===== config.mk =====
export PLATFORM = sky130hd
export DESIGN_NAME = charge_pwm_regulator_core
export DESIGN_NICKNAME = d
export VERILOG_FILES = /design/src/sv/cpr_pkg.sv /design/src/sv/charge_pwm_regulator_core.sv /design/src/sv/cpr_regulate.sv
export SDC_FILE = /design/constraint.sdc
export NUM_CORES = 1
export LEC_CHECK = 0
export ABC_AREA = 1
export BUFFER_PORTS_ARGS = -buffer_cell sky130_fd_sc_hd__buf_4
export CORE_MARGIN = 1
export CORE_UTILIZATION = 40
export DETAILED_ROUTE_END_ITERATION = 8
export HOLD_SLACK_MARGIN = 0.12
export PLACE_DENSITY = 0.61
export SYNTH_ARGS = -nofsm -noshare
export SYNTH_HDL_FRONTEND = slang
export SYNTH_HIERARCHICAL = 1
export SYNTH_SLANG_ARGS = --single-unit

===== constraint.sdc =====
create_clock -name clk -period 4.9 [get_ports clk]
set_input_delay 0.49 -clock clk [delete_from_list [all_inputs] [get_ports clk]]
set_output_delay 0.49 -clock clk [all_outputs]
set_load 0.01 [all_outputs]

===== src/sv/cpr_pkg.sv =====
`timescale 1ns / 1ps
// shared types and constants for the charge pwm regulator
// no dependencies

package cpr_pkg;

  localparam int unsigned ADC_W   = 12;
  localparam int unsigned DUTY_W  = 6;
  localparam int unsigned STEP_W  = 4;
  localparam int unsigned LEVEL_W = 5;
  localparam int unsigned CNT_W   = 5;
  localparam int unsigned FULL_W  = 13;
  localparam int unsigned PWM_W   = 7;
  localparam int unsigned CFG_IDX_W  = 3;
  localparam int unsigned CFG_DATA_W = 12;

  localparam logic [PWM_W-1:0]  MOTOR_PERIOD   = 7'd100;
  localparam logic [PWM_W-1:0]  MOTOR_BASE     = 7'd69;
  localparam logic [PWM_W-1:0]  CHARGE_PERIOD  = 7'd70;
  localparam logic [CNT_W-1:0]  STEP_COUNT_MAX = 5'd31;
  localparam logic [FULL_W-1:0] FULL_COUNT_MAX = 13'd8191;

  // configuration register indexes
  localparam logic [CFG_IDX_W-1:0] REG_CURRENT_LOW  = 3'd0;
  localparam logic [CFG_IDX_W-1:0] REG_CURRENT_HIGH = 3'd1;
  localparam logic [CFG_IDX_W-1:0] REG_BATTERY_MAX  = 3'd2;
  localparam logic [CFG_IDX_W-1:0] REG_FULL_THRESH  = 3'd3;
  localparam logic [CFG_IDX_W-1:0] REG_FULL_TICKS   = 3'd4;
  localparam logic [CFG_IDX_W-1:0] REG_DUTY_MAX     = 3'd5;
  localparam logic [CFG_IDX_W-1:0] REG_DUTY_MIN     = 3'd6;
  localparam logic [CFG_IDX_W-1:0] REG_STEP_TICKS   = 3'd7;

  typedef enum logic [1:0] {
    MODE_OFF    = 2'd0,
    MODE_MOTOR  = 2'd1,
    MODE_CHARGE = 2'd2
  } pwm_mode_t;

  typedef struct packed {
    logic [ADC_W-1:0]  current_low_limit;
    logic [ADC_W-1:0]  current_high_limit;
    logic [ADC_W-1:0]  battery_max;
    logic [ADC_W-1:0]  full_threshold;
    logic [ADC_W-1:0]  full_ticks;
    logic [DUTY_W-1:0] duty_max;
    logic [DUTY_W-1:0] duty_min;
    logic [STEP_W-1:0] step_ticks;
  } cfg_t;

  typedef struct packed {
    logic               charger_present;
    logic [ADC_W-1:0]   charge_adc;
    logic [ADC_W-1:0]   battery_adc;
    logic [LEVEL_W-1:0] motor_level;
  } in_word_t;

  typedef struct packed {
    logic [DUTY_W-1:0] charge_duty;
    logic [CNT_W-1:0]  raise_count;
    logic [CNT_W-1:0]  lower_count;
    logic [FULL_W-1:0] full_count;
    logic              charging;
    logic              full;
  } reg_state_t;

  typedef struct packed {
    pwm_mode_t        pwm_mode;
    logic [PWM_W-1:0] pwm_period;
    logic [PWM_W-1:0] pwm_duty;
    logic             charging;
    logic             charge_full;
  } result_t;

endpackage


===== src/sv/charge_pwm_regulator_core.sv =====
`timescale 1ns / 1ps
// top level of the charge / motor pwm regulator: config registers, pipeline and state
// depends on cpr_pkg and cpr_regulate

// usage
//   one input word per control tick on in_valid / in_ready: charger presence,
//   charge current and battery readings, motor level
//   one result word per input word on out_valid / out_ready: pwm mode, period,
//   duty and the charging / full flags after that tick
//   a word is captured in the input register, then the regulation logic
//   updates the state and loads the result register, which raises out_valid;
//   one word per cycle sustained while the receiver keeps out_ready high,
//   bounded only by the single state update in the result stage
//   when the receiver stalls, the result register holds, the input register
//   fills, and in_ready drops only when both are full; no word is dropped
//   config writes on cfg_write / cfg_index / cfg_data take effect at once and
//   are meant for idle periods
//   synchronous reset clears the pipeline, all state, and loads the register
//   defaults (limits 70 / 80, battery max 1555, full 1545 over 2500 ticks,
//   duty 10..35, a step after over 10 ticks)

module charge_pwm_regulator_core import cpr_pkg::*; (
  input  logic                  clk,
  input  logic                  rst,
  // config port
  input  logic                  cfg_write,
  input  logic [CFG_IDX_W-1:0]  cfg_index,
  input  logic [CFG_DATA_W-1:0] cfg_data,
  // input channel
  input  logic                  in_valid,
  output logic                  in_ready,
  input  logic                  charger_present,
  input  logic [ADC_W-1:0]      charge_adc,
  input  logic [ADC_W-1:0]      battery_adc,
  input  logic [LEVEL_W-1:0]    motor_level,
  // output channel
  output logic                  out_valid,
  input  logic                  out_ready,
  output logic [1:0]            pwm_mode,
  output logic [PWM_W-1:0]      pwm_period,
  output logic [PWM_W-1:0]      pwm_duty,
  output logic                  charging,
  output logic                  charge_full
);

  cfg_t       cfg;
  reg_state_t st;
  reg_state_t st_next;
  in_word_t   s1_word;
  logic       s1_valid;
  result_t    res;
  result_t    res_next;
  logic       s1_advance;

  // config registers
  always_ff @(posedge clk) begin
    if (rst) begin
      cfg.current_low_limit  <= 12'd70;
      cfg.current_high_limit <= 12'd80;
      cfg.battery_max        <= 12'd1555;
      cfg.full_threshold     <= 12'd1545;
      cfg.full_ticks         <= 12'd2500;
      cfg.duty_max           <= 6'd35;
      cfg.duty_min           <= 6'd10;
      cfg.step_ticks         <= 4'd10;
    end else if (cfg_write) begin
      unique case (cfg_index)
        REG_CURRENT_LOW:  cfg.current_low_limit  <= cfg_data;
        REG_CURRENT_HIGH: cfg.current_high_limit <= cfg_data;
        REG_BATTERY_MAX:  cfg.battery_max        <= cfg_data;
        REG_FULL_THRESH:  cfg.full_threshold     <= cfg_data;
        REG_FULL_TICKS:   cfg.full_ticks         <= cfg_data;
        REG_DUTY_MAX:     cfg.duty_max           <= cfg_data[DUTY_W-1:0];
        REG_DUTY_MIN:     cfg.duty_min           <= cfg_data[DUTY_W-1:0];
        REG_STEP_TICKS:   cfg.step_ticks         <= cfg_data[STEP_W-1:0];
        default: ;
      endcase
    end
  end

  // the input stage moves on when the result register is empty or being drained
  assign s1_advance = !out_valid || out_ready;
  assign in_ready   = !s1_valid || s1_advance;

  always_ff @(posedge clk) begin
    if (rst) begin
      s1_valid <= 1'b0;
    end else if (in_ready) begin
      s1_valid <= in_valid;
    end
  end

  // payload, no reset needed
  always_ff @(posedge clk) begin
    if (in_valid && in_ready) begin
      s1_word.charger_present <= charger_present;
      s1_word.charge_adc      <= charge_adc;
      s1_word.battery_adc     <= battery_adc;
      s1_word.motor_level     <= motor_level;
    end
  end

  cpr_regulate u_regulate (
    .cfg     (cfg),
    .word    (s1_word),
    .st      (st),
    .st_next (st_next),
    .res     (res_next)
  );

  // state commits exactly when the word in the input stage becomes a result
  always_ff @(posedge clk) begin
    if (rst) begin
      st <= '0;
    end else if (s1_valid && s1_advance) begin
      st <= st_next;
    end
  end

  always_ff @(posedge clk) begin
    if (rst) begin
      out_valid <= 1'b0;
    end else if (s1_advance) begin
      out_valid <= s1_valid;
    end
  end

  always_ff @(posedge clk) begin
    if (s1_valid && s1_advance) begin
      res <= res_next;
    end
  end

  assign pwm_mode    = res.pwm_mode;
  assign pwm_period  = res.pwm_period;
  assign pwm_duty    = res.pwm_duty;
  assign charging    = res.charging;
  assign charge_full = res.charge_full;

`ifndef SYNTHESIS
  // duty is cleared on unplug and only regulated while charging
  a_duty_idle_zero: assert property (@(posedge clk) disable iff (rst)
    !st.charging |-> st.charge_duty == '0)
    else $error("charge duty nonzero while not charging");

  // full can only be reported together with charging
  a_full_needs_charging: assert property (@(posedge clk) disable iff (rst)
    out_valid && charge_full |-> charging)
    else $error("full flag without charging flag");

  // back pressure only when both stages hold a word
  a_ready_only_when_full: assert property (@(posedge clk) disable iff (rst)
    !in_ready |-> s1_valid && out_valid && !out_ready)
    else $error("input stalled with a free stage");

  // a stalled word in the input stage must not move the state
  a_state_holds_on_stall: assert property (@(posedge clk) disable iff (rst)
    out_valid && !out_ready |=> $stable(st))
    else $error("state changed during output stall");
`endif

endmodule


===== src/sv/cpr_regulate.sv =====
`timescale 1ns / 1ps
// one tick of regulation and charger bookkeeping, purely combinational
// depends on cpr_pkg

module cpr_regulate import cpr_pkg::*; (
  input  cfg_t       cfg,
  input  in_word_t   word,
  input  reg_state_t st,
  output reg_state_t st_next,
  output result_t    res
);

  logic              motor_on;
  logic              regulate;
  logic              raise_cond;
  logic              lower_cond;
  logic [CNT_W-1:0]  raise_bump;
  logic [CNT_W-1:0]  lower_bump;
  logic              raise_step;
  logic              lower_step;
  logic [DUTY_W-1:0] duty_a;
  logic [DUTY_W-1:0] duty_b;
  logic [CNT_W-1:0]  raise_n;
  logic [CNT_W-1:0]  lower_n;
  logic              above_thresh;
  logic [FULL_W-1:0] full_bump;
  logic              full_hit;

  always_comb begin
    motor_on = word.motor_level != '0;
    regulate = !motor_on && st.charging && !st.full;

    // raise path
    raise_cond = (word.charge_adc < cfg.current_low_limit) &&
                 (word.battery_adc <= cfg.battery_max);
    raise_bump = (st.raise_count < STEP_COUNT_MAX) ? st.raise_count + 1'b1 : STEP_COUNT_MAX;
    raise_step = raise_cond && (raise_bump > {1'b0, cfg.step_ticks}) &&
                 (st.charge_duty < cfg.duty_max);
    raise_n    = (!raise_cond || raise_step) ? '0 : raise_bump;
    duty_a     = raise_step ? st.charge_duty + 1'b1 : st.charge_duty;

    // lower path sees the duty after a possible raise
    lower_cond = (word.charge_adc > cfg.current_high_limit) ||
                 (word.battery_adc > cfg.battery_max);
    lower_bump = (st.lower_count < STEP_COUNT_MAX) ? st.lower_count + 1'b1 : STEP_COUNT_MAX;
    lower_step = lower_cond && (lower_bump > {1'b0, cfg.step_ticks}) &&
                 (duty_a > cfg.duty_min);
    lower_n    = (!lower_cond || lower_step) ? '0 : lower_bump;
    duty_b     = lower_step ? duty_a - 1'b1 : duty_a;

    // full detection
    above_thresh = word.battery_adc > cfg.full_threshold;
    full_bump    = (st.full_count < FULL_COUNT_MAX) ? st.full_count + 1'b1 : FULL_COUNT_MAX;
    full_hit     = above_thresh && (full_bump > {1'b0, cfg.full_ticks});

    st_next = st;
    if (regulate) begin
      st_next.raise_count = raise_n;
      st_next.lower_count = lower_n;
      st_next.charge_duty = duty_b;
    end

    if (word.charger_present) begin
      st_next.charging   = 1'b1;
      st_next.full_count = (!above_thresh || full_hit) ? '0 : full_bump;
      st_next.full       = st.full || full_hit;
    end else begin
      st_next.charging    = 1'b0;
      st_next.full        = 1'b0;
      st_next.full_count  = '0;
      st_next.charge_duty = '0;
    end

    if (motor_on) begin
      res.pwm_mode   = MODE_MOTOR;
      res.pwm_period = MOTOR_PERIOD;
      res.pwm_duty   = MOTOR_BASE + PWM_W'(word.motor_level);
    end else if (regulate) begin
      res.pwm_mode   = MODE_CHARGE;
      res.pwm_period = CHARGE_PERIOD;
      res.pwm_duty   = PWM_W'(duty_b);
    end else begin
      res.pwm_mode   = MODE_OFF;
      res.pwm_period = '0;
      res.pwm_duty   = '0;
    end
    res.charging    = st_next.charging;
    res.charge_full = st_next.full;
  end

endmodule

==> reports/metrics.csv <==
metric;value;unit
outcome;complete, no violations;
Overflow after GRT;0;
Die Ht;154.7;um
Yosys warnings;6;
drt total wl;21670;um
Critical Path Source Type;flop;
flops & latches, synth;157;
crit path max-delay cell type;dfxtp_1;
CP bufs+invs;4;
Core Rows;55;
Max clock buf depth;2;
post-route ant nets;0;
core area;22780;sq um
Crit path arrival time;4.15;ns
Distinct cells, synth;46;
vias in the first global route;7363;
largest net degree at the start of global routing;79;
Fmax;261.1;MHz
top-count cell post-synth;nand2_1;
Post-Syn Area per Cell;7.417;sq um
sequential share of the synthesized area;38.84;%
CTS buffer count;17;
Top Family by Delay on Critical Path;simple AND/OR/NAND/NOR gates;
Setup crit end kind;flop;
layout cell share with drive strength beyond 1;11.52;%
Post-synth EDFFs;48;
Port-buffer cells;69;
# clock sinks;157;
maximum fanout along the worst path;9;
Worst Tran Pin Value;0.8489;ns
HPWL Detailed;15700;um
1st-pass router iterations;5;
crit path time final;3.830;ns
routed len/inst;13.28;um
Area growth syn-to-layout;14.25;%
CTS tree;done;
max-slew violation count;0;
first-pass GRT wire length;35820;um
Power, Total;3410;uW
synthesized area;9330;sq um
DIE WIDTH;154.7;um
Async S/R FF share, synth;0;%
Via density;4.768;
Required @ worst endpoint;5.22;ns
Skew-Pair Late Insertion Delay;0.43;ns
Fin. Hold Viols;0;
Placer Congestion;0.8372;
Crit Path Class;flop to flop;
setup violators final;0;
Final nets;1439;
Hold Path Class;input port to flop;
Root Driver;clkbuf_16;
Final Cycle Share;78.17;%
GR Util All Layers;18.82;%
RSZ-0062 raised after global routing;no;
drt initial violations;557;
setup_tns;0;ns
VDD IR-drop max;0.0002153;V
Static Leakage;0.005013;uW
most frequent CP cell;nand2_1;
initial antenna violation count;0;
Remaining DRCs;0;
largest area contributor in the netlist;dfxtp_1;
Top FF cell, synth;dfxtp_1;
IO Count;70;
via count;7781;
Slew Limit Headroom;43.41;%
top cells by area, synth;dfxtp_1 23%, edfxtp_1 15%, nand2_1 12%, ha_1 11%, nor2_1 8.4%;
top post-synthesis cells by count;287 x nand2_1, 210 x nor2_1, 159 x inv_1;
clk_skew;0.009051;ns
area share of the largest cell type after synthesis;23.39;%
filler cell count;2302;
Max-Cap Viols;0;
crit-path max cell delay;0.41;ns
post-synthesis instance total;1258;
H-tree depth;4;
total power per unit cell area;319.8;nW/um^2
Initial Util;40.96;%
clock transition at the registers of the reported paths;0.07;ns
ant diodes;0;
Setup Fix Bufs, Post-CTS;0;
CTS resizes;0;
Die Area;23940;sq um
CTS hold repair buffers;0;
## registers in the layout, summed over array words and instances (netlist names)
signal and flops:
cfg 76, charge_full 1, charging 1, out_valid 1
pwm_duty 7, pwm_mode 2, pwm_period 7, s1_valid 1
s1_word 30, st 31
## per-layer routing
metal | vias up | part of all wire, % | track usage, %
met2 | 137 | 47 | 31.01
met4 | 0 | 1.2 | 5.186
li1 | 4097 | - | -
met1 | 3526 | 49 | 25.41
met3 | 21 | 3.2 | 3.110
met5 | - | 0 | 0
## layout by cell type, fill, tap and decap left out, types with 2 or more instances in the layout
cell type,count
clkbuf_16,18
o21bai_1,2
o31ai_1,6
inv_2,7
nand3_2,2
o21ai_1,2
nor4_1,3
xor2_1,15
clkinvlp_4,2
nand3_1,107
nor2_4,5
a21oi_1,49
bufinv_16,4
nor3_1,8
ha_1,83
nand2_2,5
clkinv_4,2
nand3b_1,31
edfxtp_1,48
conb_1,4
nand2_4,5
nand4_2,2
nand2_1,287
dfxtp_1,109
nand4_1,8
o21ai_0,18
clkinv_1,4
inv_6,2
o21ai_2,2
inv_1,159
o22ai_1,4
buf_4,76
a21o_1,2
nor2_2,12
nor2_1,209
## through the flow
stage | util (%) | area (sq um) | std cells | hold slack (ns) | setup WS, ns
finish | 46.80 | 10660 | 1632 | 0.2367 | 1.070
global route | 46.80 | 10660 | 1632 | 0.2192 | 0.6151
CTS | 46.80 | 10660 | 1632 | 0.2214 | 1.095
detailed placement | 43.95 | 10010 | 1600 | 0.4456 | 1.127
global placement | 43.95 | 10010 | 1600 | 0.4422 | 1.217
floorplan | - | 9341 | 1261 | 0.4289 | 1.538
## area by class of cell
type	instances	area [sq um]	area share [%]
inverter	170	638.1	5.986
sequential	157	3623	33.99
multi-input combinational	884	4787	44.91
clock inverter	12	181.4	1.702
timing repair buffer	76	570.5	5.352
tap	313	391.6	3.674
clock buffer	20	467.9	4.390
## worst paths after layout
path / from / endpoint / slack [ns] / depth (start not counted)
setup / recovery: st[20] / st[27] / 1.07 / 27
hold / removal: battery_adc[3] / s1_word[8] / 0.24 / 1
setup reg to reg: st[20] / st[27] / 1.07 / 27
hold reg to reg: cfg[10] / cfg[10] / 0.46 / 2
## kinds of logic after synthesis
group / count (synthesis) / synth area share, %
AND/OR/NAND/NOR: 686 / 32.47
buffers and inverters: 220 / 10.08
flip-flops: 157 / 38.84
AO/OA/AOI/OAI: 95 / 5.941
adder cells (fa/ha/maj): 83 / 11.13
XOR/XNOR: 16 / 1.502
other: 1 / 0.04019
## power breakdown
group | switching (uW) | internal, uW | total (uW)
registers | 45.6 | 1410 | 1450
logic | 308 | 191 | 499
clock network | 557 | 902 | 1460
total | 910 | 2500 | 3410
Power figures use the tool's default switching activity.
